===== config.mk =====
export PLATFORM = sky130hd
export DESIGN_NAME = chp_bin_select
export DESIGN_NICKNAME = d
export VERILOG_FILES = /design/src/rtl/core/chp_pkg.sv /design/src/rtl/core/chp_bin_select.sv
export SDC_FILE = /design/constraint.sdc
export NUM_CORES = 1
export LEC_CHECK = 0
export ABC_AREA = 1
export BUFFER_PORTS_ARGS = -buffer_cell sky130_fd_sc_hd__buf_2
export CORE_MARGIN = 2
export CORE_UTILIZATION = 60
export DETAILED_ROUTE_END_ITERATION = 7
export PLACE_DENSITY = 0.85
export SYNTH_ARGS = -nofsm -noshare
export SYNTH_HDL_FRONTEND = slang
export SYNTH_SLANG_ARGS = --single-unit

===== constraint.sdc =====
create_clock -name vclk -period 8.96
set_clock_uncertainty 0.15 [all_clocks]
set_input_delay 0.896 -clock vclk [all_inputs]
set_output_delay 0.896 -clock vclk [all_outputs]
set_load 0.01 [all_outputs]

===== src/rtl/core/chp_pkg.sv =====
// shared types, constants and helpers for the channel histogram with peak
package chp_pkg;

   localparam int COUNT_WIDTH     = 20;
   localparam int OUT_COUNT_WIDTH = 20;
   localparam int PIX_WIDTH       = 8;
   localparam int NUM_BINS        = 256;
   localparam int BIN_WIDTH       = $clog2(NUM_BINS);
   localparam int SUM_WIDTH       = PIX_WIDTH + 2;

   // divide by three as multiply by reciprocal, exact for sums below 2048
   localparam int DIV3_SHIFT = 11;
   localparam int DIV3_MUL   = (1 << DIV3_SHIFT) / 3 + 1;
   localparam int PROD_WIDTH = 2 * SUM_WIDTH;

   localparam int REQ_DATA_WIDTH = 3 * PIX_WIDTH;
   localparam int RSP_DATA_WIDTH = BIN_WIDTH + 2 * OUT_COUNT_WIDTH;

   typedef logic [COUNT_WIDTH-1:0] count_type;
   typedef logic [BIN_WIDTH-1:0]   bin_type;

   typedef enum logic [1:0] {
      SEL_AVERAGE = 2'd0,
      SEL_RED     = 2'd1,
      SEL_GREEN   = 2'd2,
      SEL_BLUE    = 2'd3
   } chan_sel_type;

   // write port of the bin store
   typedef struct packed {
      logic      en;
      bin_type   idx;
      count_type cnt;
   } chp_wr_type;

   function automatic logic [OUT_COUNT_WIDTH-1:0] to_out(input count_type cnt);
      logic [63:0] wide;
      wide = 64'(cnt);
      return wide[OUT_COUNT_WIDTH-1:0];
   endfunction

endpackage


===== src/rtl/core/chp_bin_select.sv =====
// picks the histogram bin from a pixel: one colour or the truncated rgb average
module chp_bin_select (
   input  logic [chp_pkg::PIX_WIDTH-1:0] red,
   input  logic [chp_pkg::PIX_WIDTH-1:0] green,
   input  logic [chp_pkg::PIX_WIDTH-1:0] blue,
   input  chp_pkg::chan_sel_type         sel,
   output chp_pkg::bin_type              bin_idx
);
   import chp_pkg::*;

   logic [SUM_WIDTH-1:0]  sum;
   logic [PROD_WIDTH-1:0] prod;
   bin_type               avg;

   assign sum  = SUM_WIDTH'(red) + SUM_WIDTH'(green) + SUM_WIDTH'(blue);
   assign prod = PROD_WIDTH'(sum) * PROD_WIDTH'(DIV3_MUL);
   assign avg  = prod[DIV3_SHIFT +: BIN_WIDTH];

   always_comb begin
      unique case (sel)
         SEL_RED:   bin_idx = BIN_WIDTH'(red);
         SEL_GREEN: bin_idx = BIN_WIDTH'(green);
         SEL_BLUE:  bin_idx = BIN_WIDTH'(blue);
         default:   bin_idx = avg;
      endcase
   end

endmodule


After elaboration in Yosys (flattened, before gate mapping)

Cells that the tools add are included.

Bits in latches: 0
Register bits after elaboration: 0
Bits in read-only memories: 0
Memories: 0
Bits in writable memories: 0
Output and inout port bits: 8
Logic and storage cells: 7
Input port bits: 26

Multipliers: 1
Reductions and logical operators: 0
Divide/modulo/power cells: 0
Multiplexer cells: 1
Eq/ne operators: 3
Shift operators: 0
$add $sub $neg: 2
Order comparisons: 0
Bitwise logic cells: 0

Operator list:

| cell                                                 | count |
|---|---|
| one-hot mux 8 bit (3 select lines)                   | 1 |
| multiplier 10 x 10 -> 19 bit (second input constant) | 1 |
| adder 9 x 8 -> 10 bit                                | 1 |
| adder 8 x 8 -> 9 bit                                 | 1 |
| equality test 2 bit (second input constant)          | 2 |
| equality test 2 x 1 -> 1 bit (second input constant) | 1 |

Depth between registers and ports, before layout

Gate-level depths: netlist of the first run.

Word-level depth: 4
Depth in mapped cells: 36
Mapped depth without buffers: 36

Worst setup path before layout of the first run

No wires, ideal clock.

Path kind: input -> output
Start: in red[1] in the netlist's numbering
End: out bin_idx[7]
Cell stages on the path: 33
Path buffers: 1
Setup slack: 1963 ps
Data arrival time: 5951 ps
Data required time: 7914 ps
Cells stage by stage: inv_1 -> fa_1 -> inv_1 -> ha_1 -> inv_1 -> fa_1 -> o21ai_2 -> a21oi_2 -> or2_0 -> and2_1 -> buf_6 -> nor2_4 -> nor2_2 -> ha_1 -> inv_1 -> fa_1 -> inv_1 -> fa_1 -> inv_1 -> fa_1 -> inv_1 -> ha_1 -> nand2_1 -> inv_1 -> nand2_1 -> a21oi_1 -> nor2_1 -> nand2_1 -> nand2_1 -> nand3_1 -> nand2_1 -> nand2_1 -> nand2_1

Longest elaborated chain between the ends: 4

RTL lines:

| element                            | RTL line             | RTL |
|---|---|---|
| start: declaration                 | chp_bin_select.sv:3  | `input logic [chp_pkg::PIX_WIDTH-1:0] red,` |
| adder 8 x 8 -> 9 bit               | chp_bin_select.sv:15 | `assign sum = SUM_WIDTH'(red) + SUM_WIDTH'(green) + SUM_WIDTH'(blue);` |
| adder 9 x 8 -> 10 bit              | chp_bin_select.sv:15 |  |
| multiplier 10 x 10 -> 19 bit       | chp_bin_select.sv:16 | `assign prod = PROD_WIDTH'(sum) * PROD_WIDTH'(DIV3_MUL);` |
| one-hot mux 8 bit (3 select lines) | chp_bin_select.sv:20 | `unique case (sel)` |
| end: declaration                   | chp_bin_select.sv:7  | `output chp_pkg::bin_type bin_idx` |

Every way passes these cells.

Final worst setup path of the first run

Ends and elaborated chain as after synthesis.

==> results of run 1 <==
layout make-up:
class,count,area [um2]
well taps,52,65.1
repair buffers,34,170
fillers,386,1430
multi-input cells,289,2340
inverters,83,317
cells by family (layout without fill, tap and decap cells):
family                     count (synthesis)  in the layout  share of synthesized area (%)
AOI/OAI and AO/OA                         52             52                           11.8
xor gates and xnor gates                  14             14                           4.59
adders and majority gates                 92             92                           50.9
buffers and inverters                     85            117                           12.5
and+or+nand+nor                          131            131                           20.3
critical path: cells and delay by family:
family | cells | cell delay [ns]
and+or+nand+nor | 14 | 1.36
adders and majority gates | 8 | 3.18
AOI/OAI and AO/OA | 3 | 0.52
buffers and inverters | 11 | 0.76
metrics by stage:
stage / std cells / area, um2
after floorplan: 374 / 2670
after global placement: 458 / 2890
after detailed placement: 458 / 2890
after CTS: 458 / 2890
after global routing: 458 / 2890
final: 458 / 2890
final timing paths:
kind / slack (ns) / from / to / cells after the start
min: 1.95 / red[7] / bin_idx[7] / 4
max: 1.19 / red[1] / bin_idx[7] / 36
layer usage:
metal	GRT usage, %	vias to the layer above	share of wire, %
met5	0	-	0
met3	0.712	8	3.7
met4	3.56	0	1.2
li1	-	1257	-
met1	33.9	1122	44
met2	46.7	53	51
cells in the final DEF, fill, tap and decap left out, drive strengths merged, types with 4 or more instances in the layout:
cell    Yosys  layout
nor3        4       4
a21oi      29      29
a22o        5       5
fa         28      28
nor2       24      24
xnor2       5       5
ha         64      64
o21ai       7       7
o21bai      4       4
xor2        9       9
buf         1      34
nand3      11      11
inv        82      82
nand2      86      86
==> summary by stage, run 1 <==
Final layout
The count of nets after finishing is 526. The synthesis-to-finish area growth is 8.19%. Registers take 0 um2. Counting the clock-network buffers in the layout gives 0. Sequential cells placed in the final layout were counted as 0. The fraction of layout cells with a size suffix above 1 is between 10 and 15%. Cells fill 66.9% of the core in the end.

0 antenna diodes ended up in the layout.

Die
The die area is approximately 5000 um2. The initial utilization of the core area, before any placement, comes to between 60 and 70%. The number of I/O pins is 34. The floorplan has 24 rows. In this run the horizontal extent of the chip is between 70 and 80 um.

The core region is between 4000 and 5000 um2. The height of the die is between 70 and 80 um.

Placed design
Input and output buffers added on the ports amount to 34. The half-perimeter wire length after placement is approximately 5600 um. The worst slack after detailed placement is between 1 and 1.5 ns.

The placer congestion estimate is approximately 0.94.

Critical path
Data on the critical path is required at its endpoint by 7.91 ns. The type of origin of the critical path is an input pin. Along the worst path, the maximum fanout reaches 6. Among all stages on the critical path, the largest delay is contributed by sky130_fd_sc_hd__fa_1. The critical path is of the input pin to output port type.

The type of destination of the critical path is an output port. STA puts the critical path data arrival time at approximately 6.7 ns. The delay of the slowest cell on the worst path is approximately 0.54 ns. The cell repeated most along the worst path is sky130_fd_sc_hd__nand2_1.

Synthesis
The top-area cell type share of the netlist area is around 30%. The count of yosys warnings during synthesis is 0. Sequential elements use 0% of the synthesized area. The number of distinct library cells after synthesis is 33. Yosys attributes the largest share of cell area to sky130_fd_sc_hd__ha_1, sky130_fd_sc_hd__fa_1, sky130_fd_sc_hd__nand2_1. The synthesized netlist occupies a cell area of between 2000 and 3000 um2. The cell accounting for the most synthesized area is sky130_fd_sc_hd__ha_1. Synthesis produced a netlist with a net count of roughly 490. By count the netlist is led by sky130_fd_sc_hd__nand2_1, sky130_fd_sc_hd__inv_1, sky130_fd_sc_hd__ha_1, sky130_fd_sc_hd__a21oi_1, sky130_fd_sc_hd__fa_1. In the post-synthesis netlist, the cell with the most instances is sky130_fd_sc_hd__nand2_1. The synthesized area per cell is between 7 and 8 um2.

The synthesized netlist cell count is between 300 and 400.

STA
Setup repair after global routing left no endpoint under its margin. Setup slack on the critical path of the routed design comes to 1.19 ns. The hold violation total from the final report is 0.

The total negative setup slack is 0 ns. The routed design could run at a clock period as short as about 7.8 ns. The share of the cycle needed by the critical path after routing is between 80% and 90%.

The total count of max-transition violations in the final report is 0. The normalized max-slew margin is approximately 63%. The setup-violating endpoint count in the final report is 0. The worst hold slack is 1.95 ns. For the pin with the worst max-slew slack, the measured transition is approximately 0.56 ns. Static timing analysis puts the maximum clock frequency at roughly 130 MHz.

Global routing
The first global-routing pass estimated between 10000 and 15000 um of wire. The via count of the first global-routing pass is 2434. The global routing usage summed across all routing layers is 25.3%. The total overflow left after global routing is 0. The initial antenna violation count is 0. Entering global routing, the biggest net connects 9 pins.

Route
The number of vias in the routed layout is 2440. After the first detailed-routing iteration, the DRC count stood at 74. The average detailed-routed wire length per instance is about 13 um. Once detail routing completed, the nets flagged for antenna violations numbered 0. In the routed layout, each cell is associated on average with a via count of 5.33.

The first detailed-routing pass took 4 iterations. The total detailed-routing wirelength is between 6000 and 7000 um. In the routed design, unresolved DRC markers number 0.

Flow run
The max-capacitance violation count is 0.

CTS
Post-CTS repair changed the size of 0 cells. The number of buffers inserted by post-CTS setup repair is 0. In this run, post-CTS hold repair placed 0 buffers.

Hold path
The tightest min-delay check is of the input pin to output port type.

Run status
The run finished with clean final reports.
Power of run 1 is not shown: default switching activity piles up to over one toggle a cycle in this logic, so the estimate is an artifact.
==> inputs of run 2 (changes only) <==
--- a/config.mk
+++ b/config.mk
@@ -11,6 +11,7 @@
 export CORE_UTILIZATION = 60
 export DETAILED_ROUTE_END_ITERATION = 7
 export PLACE_DENSITY = 0.85
+export RECOVER_POWER = 50
 export SYNTH_ARGS = -nofsm -noshare
 export SYNTH_HDL_FRONTEND = slang
 export SYNTH_SLANG_ARGS = --single-unit
==> summary by stage, run 2 (same netlist as run 1, synthesis figures left out) <==
Critical path
For this design, the slowest cell found on the critical path is sky130_fd_sc_hd__fa_1. The data arrival at the endpoint of the critical path is 7.03 ns (+0.31 ns). The combined buffer and inverter count along the critical path is 11 (unchanged). The worst setup path is launched from an input pin. Among the stages of the critical path, the cell type that occurs most often is sky130_fd_sc_hd__nand2_1. The largest fanout of any net on the critical path came to 6 (unchanged). The delay of the slowest cell on the worst path was 0.54 ns (about the same).

STA classifies the critical path endpoint as an output port. The required time of the critical path is 7.91 ns (about the same). The cell type group with the largest total delay on the critical path is adder cells. The critical setup path kind is input pin to output port.

CTS
The number of buffers inserted by hold repair at cts is 0 (unchanged). The total of cells resized after clock tree synthesis was 0 (unchanged). The number of buffers inserted by post-CTS setup repair is 0 (unchanged).

STA
The normalized max-slew margin came to 61.9% (-0.77 points). The hold violation total from the final report came to 0 (unchanged). The worst-margin pin slew is 0.569 ns (+0.0115 ns). Setup repair after global routing left no endpoint under its margin. The share of the cycle needed by the critical path after routing is 90.2% (+3.5 points). The total count of max-transition violations in the final report was 0 (unchanged).

The post-route minimum period is 8.08 ns (+0.310 ns). The total negative setup slack was 0 ns (unchanged). The upper clock frequency limit is 124 MHz (-3.8%). The setup-violating endpoint count in the final report came to 0 (unchanged).

Final layout
The number of clock buffers in the layout is 0 (unchanged). The fraction of layout cells with a size suffix above 1 came to 10.1% (-0.25 points). The leading cell type in the layout, fill and taps excluded is sky130_fd_sc_hd__nand2_1. The synthesis-to-finish area growth is 7.91%. The top cell types in the final layout, fill and taps aside, are sky130_fd_sc_hd__nand2_1, sky130_fd_sc_hd__inv_1, sky130_fd_sc_hd__ha_1.

The total inserted antenna cells is 0 (unchanged). The filler cell count is 387 (+0.26%). The end-of-flow core utilization was 66.7% (-0.17 points). The count of nets after finishing is 526 (unchanged). The combined area of the multi-input logic cells came to 2340 um2 (-0.16%). The sequential cell area in the final layout is 0 um2 (unchanged). The number of sequential cells in the layout is 0 (unchanged).

Route
The total detailed-routing wirelength is 6060 um (+0.50%). The first-pass detailed-route iteration total is 4 (unchanged). The average vias per placed instance came to 5.30 (-0.53%). The average detailed-routed wire length per instance came to 13.2 um (+0.50%). The number of vias in the routed layout was 2427 (-0.53%). The DRC violation count after routing came to 0 (unchanged). The number of nets still failing antenna checks after routing is 0 (unchanged). The violation count after the first detailed-routing iteration was 73 (-1.4%).

Global routing
The total congestion overflow after global routing is 0 (unchanged). The via count of the first global-routing pass was 2434 (unchanged). The global routing usage summed across all routing layers is 25.3% (unchanged).

The first-pass GRT wire length is 10500 um (unchanged). The initial antenna violation count is 0 (unchanged). The pin count of the biggest net entering global routing came to 9 (unchanged).

Die
The height of the die was 70.7 um (unchanged). The die area is 5000 um2 (unchanged). The number of placement rows is 24 (unchanged). The initial core utilization was 61.8% (unchanged). The width of the chip is 70.7 um (unchanged). The number of I/O pins is 34 (unchanged). The core region area came to 4320 um2 (unchanged).

Placed design
The placer congestion estimate was 0.937 (unchanged). The half-perimeter wire length after placement is 5570 um (unchanged). The number of input and output port buffers inserted came to 34 (unchanged).

Flow run
The max-capacitance violation count is 0 (unchanged).

Hold path
The path type of the worst min-delay path is input pin to output port.

Run status
The run finished with clean final reports.
==> run 2: stage by stage <==
stage | area (um2) | instances | hold WS [ns] | setup slack (ns)
5_1_grt | 2880 | 458 | 1.99 | 0.461
6_report | 2880 | 458 | 1.95 | 0.881
3_3_place_gp | 2890 | 458 | 1.95 | 1.40
2_1_floorplan | 2670 | 374 | 1.77 | 1.96
4_1_cts | 2890 | 458 | 1.96 | 1.24
3_5_place_dp | 2890 | 458 | 1.96 | 1.25
==> run 2: per-layer routing <==
metal	up-vias	part of all wire [%]	GRT usage [%]
li1	1260	-	-
met1	1105	45	33.9
met2	54	50	46.7
met3	8	3.6	0.712
met4	0	1.2	3.56
met5	-	0	0
==> run 2: final cells by class <==
class	count	area share, %
multi-input combinational	289	81.0
timing repair buffer	34	5.90
inverter	83	10.8
tap	52	2.26
==> run 2: path summary, 6_finish.rpt <==
kind | from | endpoint | slack (ns) | cells after the start
worst max-delay path | red[1] | bin_idx[7] | 0.88 | 36
worst min-delay path | red[7] | bin_idx[7] | 1.95 | 4
Power of run 2 is left out for the same reason.
==> inputs of run 3 (changes only) <==
==> constraint.sdc (replaced) <==
create_clock -name vclk -period 9.1
set_clock_uncertainty 0.15 [all_clocks]
set_input_delay 0.91 -clock vclk [all_inputs]
set_output_delay 0.91 -clock vclk [all_outputs]
set_load 0.01 [all_outputs]
==> summary by stage, run 3 (same netlist as run 1, synthesis figures left out) <==
Placed design
The worst slack after detailed placement was 1.36 ns (+0.109 ns). The standard cell area after detailed placement is 2890 um2 (unchanged). The half-perimeter wire length after placement was 5710 um (+2.6%).

The number of placed cells counting well taps was 458 (unchanged). The number of input and output port buffers inserted is 34 (unchanged). The placer congestion estimate is 0.938 (about the same).

Hold path
The sink of the worst hold path is bin_idx[7]. The hold-critical path depth is 4 (unchanged). In this run the most critical hold path is launched from red[7]. The path type of the worst min-delay path is input pin to output port.

Route
The first-pass detailed-route iteration total is 4 (unchanged). The total detailed-routing wirelength is 6230 um (+2.7%). The number of nets still failing antenna checks after routing is 0 (unchanged). The DRC violation count after routing is 0 (unchanged). The violation count after the first detailed-routing iteration is 94 (+29%). The average detailed-routed wire length per instance came to 13.6 um (+2.7%). The number of vias in the routed layout is 2478 (+2.1%). The average vias per placed instance is 5.41 (+2.1%).

Die
The core region area is 4320 um2 (unchanged). The initial core utilization is 61.8% (unchanged). The width of the chip is 70.7 um (unchanged). The number of placement rows is 24 (unchanged). The height of the die is 70.7 um (unchanged). The die area is 5000 um2 (unchanged).

The number of I/O pins is 34 (unchanged).

Final layout
The number of sequential cells in the layout came to 0 (unchanged). The combined area of the multi-input logic cells came to 2340 um2 (+0.16%). The filler cell count is 391 (+1.0%). The count of nets after finishing is 526 (unchanged).

Relative to the synthesized area, the layout overhead comes to 8.05%. The sequential cell area in the final layout is 0 um2 (unchanged). The number of clock buffers in the layout is 0 (unchanged). The number of standard cells in the final layout excluding fillers is 458 (unchanged). The fraction of layout cells with a size suffix above 1 is 10.3% (+0.25 points). The library cells used most frequently in the layout, excluding fill and tap cells, are sky130_fd_sc_hd__nand2_1, sky130_fd_sc_hd__inv_1, sky130_fd_sc_hd__ha_1. The post-layout instance area is 2890 um2 (+0.13%). The total inserted antenna cells is 0 (unchanged).

The library cell used most frequently in the layout, excluding fill and tap cells, is sky130_fd_sc_hd__nand2_1.

STA
The upper clock frequency limit is 123 MHz. The normalized max-slew margin is 60.3% (-1.6 points). The total count of max-transition violations in the final report is 0 (unchanged). The total negative setup slack is 0 ns (unchanged). The setup slack of the critical path after layout is 0.973 ns (+0.0920 ns). Setup repair after global routing left no endpoint under its margin. In the finished design, the share of the clock period the worst path needs comes to between 80% and 90%.

The worst-margin pin slew is 0.595 ns (+0.0260 ns). The routed design could run at a clock period as short as around 8.1 ns. The setup-violating endpoint count in the final report is 0 (unchanged). The hold violation total from the final report is 0 (unchanged).

CTS
The total of cells resized after clock tree synthesis was 0 (unchanged). The number of buffers inserted by post-CTS setup repair is 0 (unchanged). The number of buffers inserted by hold repair at cts is 0 (unchanged).

Global routing
The via count of the first global-routing pass is 2512 (+3.2%). The initial antenna violation count came to 0 (unchanged). The first-pass GRT wire length is 10800 um (+3.1%).

The global routing usage summed across all routing layers is 26.1% (+0.77 points). The total congestion overflow after global routing was 0 (unchanged). The pin count of the biggest net entering global routing was 9 (unchanged).

Critical path
The most numerous cell type found on the critical path is sky130_fd_sc_hd__nand2_1. The largest fanout of any net on the critical path is 6 (unchanged). The required time of the critical path is 8.04 ns (+0.13 ns). The cell with the largest stage delay on the worst path is sky130_fd_sc_hd__fa_1. The delay of the slowest cell on the worst path is 0.53 ns (about the same).

The type of origin of the critical path is an input pin. The data arrival at the endpoint of the critical path is 7.07 ns (+0.04 ns). The type of destination of the critical path is an output port. The worst setup path is of the input pin to output port kind.

Run status
The run finished with clean final reports.

Flow run
The max-capacitance violation count came to 0 (unchanged).
[run 3: cell count changes in the layout (fill, tap and decap cells not counted)]
| cell | before | now |
|---|---|---|
| sky130_fd_sc_hd__a21oi_2 | 0 | 1 |
| sky130_fd_sc_hd__a21oi_1 | 29 | 28 |
[run 3: layer usage]
metal,track usage (%),routed length (um)
met5,0,0
met2,49.1,3180
met3,1.99,233
met1,33.2,2740
met4,3.77,74
[run 3: layout make-up]
cell class	instances	area share, %
tap	52	2.25
multi-input combinational	289	81.0
inverter	83	10.8
timing repair buffer	34	5.89
[run 3: worst max path at each step]
stage	start	to	slack (ns)	cells after the start
floorplan	red[1]	bin_idx[7]	2.08	33
global placement	red[1]	bin_idx[7]	1.51	36
detailed placement	red[1]	bin_idx[7]	1.36	36
CTS	red[1]	bin_idx[7]	1.35	36
global route	green[1]	bin_idx[7]	0.45	36
finish	red[1]	bin_idx[7]	0.97	36
[run 3: stage by stage]
stage / hold WS, ns / util, %
floorplan: 1.80 / -
global placement: 1.98 / 66.9
detailed placement: 1.99 / 66.9
CTS: 2.00 / 66.9
global route: 2.03 / 66.8
finish: 1.99 / 66.8
[run 3: worst max-delay path: cells and delay by family]
family / cells / cell delay [ns]
fa+ha+maj: 8 / 3.17
simple gates: 14 / 1.53
buf+inv: 11 / 0.97
compound gates: 3 / 0.45
Power of run 3 is left out for the same reason.
